File: src/hw/rtl/hvot_pkg.sv
package hvot_pkg;

  localparam int COORD_W    = 32;
  localparam int YAW_W      = 16;
  localparam int ANGLE_BITS = 16;
  localparam int TRIG_W     = 18;
  localparam int TRIG_STG   = 5;
  localparam int CFG_ADDR_W = 5;
  localparam int CFG_DATA_W = 32;

  // shape codes
  localparam logic [1:0] SHAPE_BOX    = 2'd0;
  localparam logic [1:0] SHAPE_TURNED = 2'd1;
  localparam logic [1:0] SHAPE_SPHERE = 2'd2;
  localparam logic [1:0] SHAPE_ALT    = 2'd3;

  // register indexes
  localparam logic [2:0] REG_A_SHAPE    = 3'd0;
  localparam logic [2:0] REG_A_CENTER_X = 3'd1;
  localparam logic [2:0] REG_A_CENTER_Y = 3'd2;
  localparam logic [2:0] REG_A_CENTER_Z = 3'd3;
  localparam logic [2:0] REG_A_HALF_X   = 3'd4;
  localparam logic [2:0] REG_A_HALF_Y   = 3'd5;
  localparam logic [2:0] REG_A_HALF_Z   = 3'd6;
  localparam logic [2:0] REG_A_YAW      = 3'd7;

  // sine polynomial coefficients, Q15
  localparam logic [15:0] SIN_A = 16'd51472;
  localparam logic [15:0] SIN_B = 16'd21024;
  localparam logic [15:0] SIN_C = 16'd2320;

  localparam logic [31:0] QUARTER   = 32'h4000_0000;
  localparam logic [30:0] QUARTER_X = 31'h4000_0000;

  typedef logic [TRIG_STG-1:0] trig_en_t;

endpackage

File: src/hw/rtl/hvot_sincos.sv
module hvot_sincos (
  input  logic                               clk,
  input  hvot_pkg::trig_en_t                 en,
  input  logic [hvot_pkg::YAW_W-1:0]         yaw,
  input  logic                               quarter,
  output logic signed [hvot_pkg::TRIG_W-1:0] val
);
  import hvot_pkg::*;

  logic [31:0] phase;
  logic [30:0] x;
  logic [15:0] x15_1, x15_2, x15_3, x15_4;
  logic        neg1, neg2, neg3, neg4;
  logic [15:0] x2_2, x2_3;
  logic [14:0] t3;
  logic [15:0] t4;
  logic [31:0] p2, p3, p4, p5;

  // quarter-turn reduction; cosine adds a quarter turn
  always_comb begin
    phase = {yaw[ANGLE_BITS-1:0], {(32-ANGLE_BITS){1'b0}}} + (quarter ? QUARTER : 32'd0);
    x = phase[30] ? (QUARTER_X - {1'b0, phase[29:0]}) : {1'b0, phase[29:0]};
  end

  always_comb begin
    p2 = 32'(x15_1) * 32'(x15_1);
    p3 = 32'(SIN_C) * 32'(x2_2);
    p4 = 32'(t3) * 32'(x2_3);
    p5 = 32'(t4) * 32'(x15_4);
  end

  always_ff @(posedge clk) begin
    if (en[0]) begin
      x15_1 <= x[30:15];
      neg1  <= phase[31];
    end
    if (en[1]) begin
      x2_2  <= p2[30:15];
      x15_2 <= x15_1;
      neg2  <= neg1;
    end
    if (en[2]) begin
      t3    <= 15'(SIN_B - p3[30:15]);
      x2_3  <= x2_2;
      x15_3 <= x15_2;
      neg3  <= neg2;
    end
    if (en[3]) begin
      t4    <= SIN_A - p4[30:15];
      x15_4 <= x15_3;
      neg4  <= neg3;
    end
    if (en[4]) begin
      val <= neg4 ? -$signed({1'b0, p5[31:15]}) : $signed({1'b0, p5[31:15]});
    end
  end

endmodule

File: config.mk
export PLATFORM = sky130hd
export DESIGN_NAME = hvot_sincos
export DESIGN_NICKNAME = d
export VERILOG_FILES = /design/src/hw/rtl/hvot_pkg.sv /design/src/hw/rtl/hvot_sincos.sv
export SDC_FILE = /design/constraint.sdc
export NUM_CORES = 2
export LEC_CHECK = 0
export BUFFER_PORTS_ARGS = -buffer_cell sky130_fd_sc_hd__buf_2
export CORE_ASPECT_RATIO = 0.8
export CORE_MARGIN = 8
export CORE_UTILIZATION = 53
export DETAILED_ROUTE_END_ITERATION = 8
export PLACE_DENSITY = 0.72
export SYNTH_ARGS = -nofsm -noshare
export SYNTH_HDL_FRONTEND = slang
export SYNTH_SLANG_ARGS = --single-unit
File: constraint.sdc
create_clock -name clk -period 7.75 [get_ports clk]
set_input_delay 1.55 -clock clk [delete_from_list [all_inputs] [get_ports clk]]
set_output_delay 1.55 -clock clk [all_outputs]
set_load 0.05 [all_outputs]
==> run_results.csv <==
group,metric,value,unit
placed_design,io_buffers,40,
floorplan,die_w,277,um
synthesis,synthCells,2996,
clocking,clockBufferDepth,2,
synthesis,synth_commonest_cells,"672 x inv_1, 505 x fa_1, 360 x nand2_1",
placed_design,dpl.hpwl,52700,um
worst_setup_path,required,7950,ps
worst_setup_path,critical-path-max-stage-delay,580,ps
timing,finalCriticalPeriod,7370,ps
synthesis,yosys-top-cells-area,"fa_1 35%, ha_1 15%, edfxtp_1 15%",
clocking,path_clk_slew,70,ps
floorplan,die_area,62100,um^2
synthesis,synth-main-ff-cell,"edfxtp_1",
synthesis,yosysSeqAreaShare,15.1,%
routing,drc,0,
synthesis,async_flop_share,0,%
routing,drtIter0Drc,1614,
layout,drive_above_1_share,6.98,%
synthesis,yosysMostFrequentCell,"inv_1",
layout,multi_input_area,21600,um^2
floorplan,core_area,53800,um^2
worst_setup_path,start_kind,"register",
layout,antenna_cells,0,
clocking,cts_buffers,17,
synthesis,synth_top_family_by_area,"adder cells",
min_path,hp-class,"register to register",
synthesis,yosysTopAreaCell,"fa_1",
floorplan,start_util,53.5,%
clocking,clock_sinks,145,
synthesis,synthesis.area,28800,um^2
worst_setup_path,cp_max_fo,14,
clocking,cts_tree,"done",
synthesis,synth_fa_ha_area_share,50.2,%
timing,skew,16.2,ps
routing,dr.pass1.iters,8,
synthesis,synth_compound_area_share,6.45,%
timing,fin_crit_sh,95.1,%
worst_setup_path,critPathSlowestCell,"fa_1",
timing,tightest_slew,837,ps
timing,slew_headroom,44.2,%
layout,register_area,4350,um^2
timing,fmax,0.136,GHz
clocking,clock_latency,460,ps
run,maxCapViolCount,0,
synthesis,ys.warnings.count,0,
synthesis,synth.distinct_cells,76,
synthesis,syn_area_per_cell,9.62,um^2
layout,syn_to_final_growth,7.43,%
placed_design,routabilityCongestion,0.888,
routing,vias,20500,
routing,wl_per_cell,16.9,um
floorplan,io_pins,41,
synthesis,ys_ff_latch,145,
layout,fill_cells,4529,
layout,final_area,31000,um^2
worst_setup_path,endpoint_kind,"register",
floorplan,die_h,225,um
synthesis,synthMuxAreaShare,0.213,%
timing,drv_slew,0,
timing,final-setup-viol-count,0,
clocking,ctsRootBufferMaster,"clkbuf_16",
layout,layout.nets,3928,
worst_setup_path,cpMostUsedCell,"fa_1",
placed_design,place_area,29900,um^2
timing,finalHoldViolations,0,
grt,grt_max_degree,48,
worst_setup_path,worst-setup-path-type,"register to register",
routing,drt.antenna.violating_nets,0,
worst_setup_path,cp_data_arrival_time,7570,ps
synthesis,synth_enable_flop_cells,145,
grt,grtUsageTotal,20.8,%
synthesis,synth_top_area_share,35.1,%
synthesis,synth-simple-area-share,14.6,%
floorplan,row_count,76,
synthesis,synthXorXnorAreaFrac,3.25,%
clocking,htree_levels,4,
worst_setup_path,regToRegSetupSlack,380,ps
routing,routed_via_density,5.43,
grt,grt_pass1_vias,21300,
synthesis,synth_nets,3873,
grt,grt_pass1_wl,106000,um
grt,antenna_found_initial,0,
run_status,status,"complete, no violations",
routing,drt_wl_total,63500,um
grt,grt_overflow,0,
==> repair_timing <==
item | 4_1_cts | 5_1_grt
buffers inserted | 0 | 41
endpoints found under the setup margin | 0 | 8
hold buffers | 0 | 0
gates resized for setup | 0 | 18
==> critical path: cells and delay by family, from the launching register on <==
kind | cells | cell delay [ps]
AO/OA/AOI/OAI | 8 | 1340
XOR/XNOR | 1 | 230
flip-flops | 1 | 390
buffers and inverters | 6 | 500
AND/OR/NAND/NOR | 5 | 1050
adder cells (fa/ha/maj) | 8 | 3610
==> final timing paths <==
check	depth (start not counted)	from	end
max	28	x2_3[10]	t4[14]
min	0	x15_2[1]	x15_3[1]
max reg2reg	28	x2_3[10]	t4[14]
min reg2reg	0	x15_2[1]	x15_3[1]
==> stage by stage <==
stage | TNS [ps] | util, % | std cells | setup WS, ps | hold WS [ps]
final | 0 | 57.5 | 3766 | 376 | 412
after global routing | -31.8 | 57.5 | 3766 | -31.8 | 429
after CTS | 0 | 56.7 | 3725 | 47.4 | 410
after detailed placement | 0 | 55.6 | 3693 | 67.0 | 405
after global placement | 0 | 55.6 | 3693 | 239 | 402
after floorplan | 0 | - | 2996 | 434 | 400
==> area by class of cell <==
| class | count | area share, % |
|---|---|---|
| multi-input combinational | 2076 | 69.8 |
| timing repair buffer | 139 | 3.24 |
| inverter | 672 | 8.15 |
| sequential | 145 | 14.1 |
| tap | 702 | 2.84 |
| clock buffer | 17 | 1.37 |
| clock inverter | 15 | 0.485 |
==> kinds of logic (layout without fill, tap and decap cells) <==
group | after synthesis | after routing
fa+ha+maj | 854 | 854
simple gates | 840 | 840
buf+inv | 775 | 843
compound gates | 269 | 269
flops | 145 | 145
xor+xnor | 107 | 107
mux | 6 | 6
==> cell usage in the layout (no fill, tap or decap), drive strengths merged, types with 4 or more instances in the layout <==
| cell type | instances |
|---|---|
| nor2 | 63 |
| ha | 349 |
| o21bai | 5 |
| nor4 | 6 |
| nor2b | 6 |
| clkbuf | 18 |
| o311ai | 5 |
| or3 | 9 |
| a21oi | 72 |
| a21o | 29 |
| nand3 | 13 |
| nand2 | 360 |
| o21a | 14 |
| and4 | 4 |
| a31o | 5 |
| nand2b | 11 |
| edfxtp | 145 |
| a31oi | 6 |
| clkinv | 4 |
| or2 | 6 |
| inv | 680 |
| a221oi | 4 |
| and2 | 289 |
| o21ai | 56 |
| mux2i | 5 |
| o31a | 9 |
| a211oi | 6 |
| o211ai | 12 |
| nor3 | 25 |
| o31ai | 9 |
| xnor2 | 71 |
| xor2 | 36 |
| and3 | 11 |
| fa | 505 |
| nand4 | 19 |
| buf | 138 |
| a2111oi | 4 |
==> metal layers <==
layer  wire length, um  GRT usage, %  part of all wire, %
met1             28800          28.7                   45
met2             29400          34.1                   46
met3              3910          3.37                  6.1
met4              1440          5.91                  2.3
met5                 0             0                    0
==> registers in the layout, summed over array words and instances, names as in the netlist <==
name and cells:
val 18, neg4 1, x15_3 15, x15_4 15, x15_1 15, x2_2 16, neg2 1, x2_3 16
neg3 1, t3 15, t4 16, x15_2 15, neg1 1
Power is not shown: default switching activity piles up to over one toggle a cycle in this logic, so the estimate is an artifact.
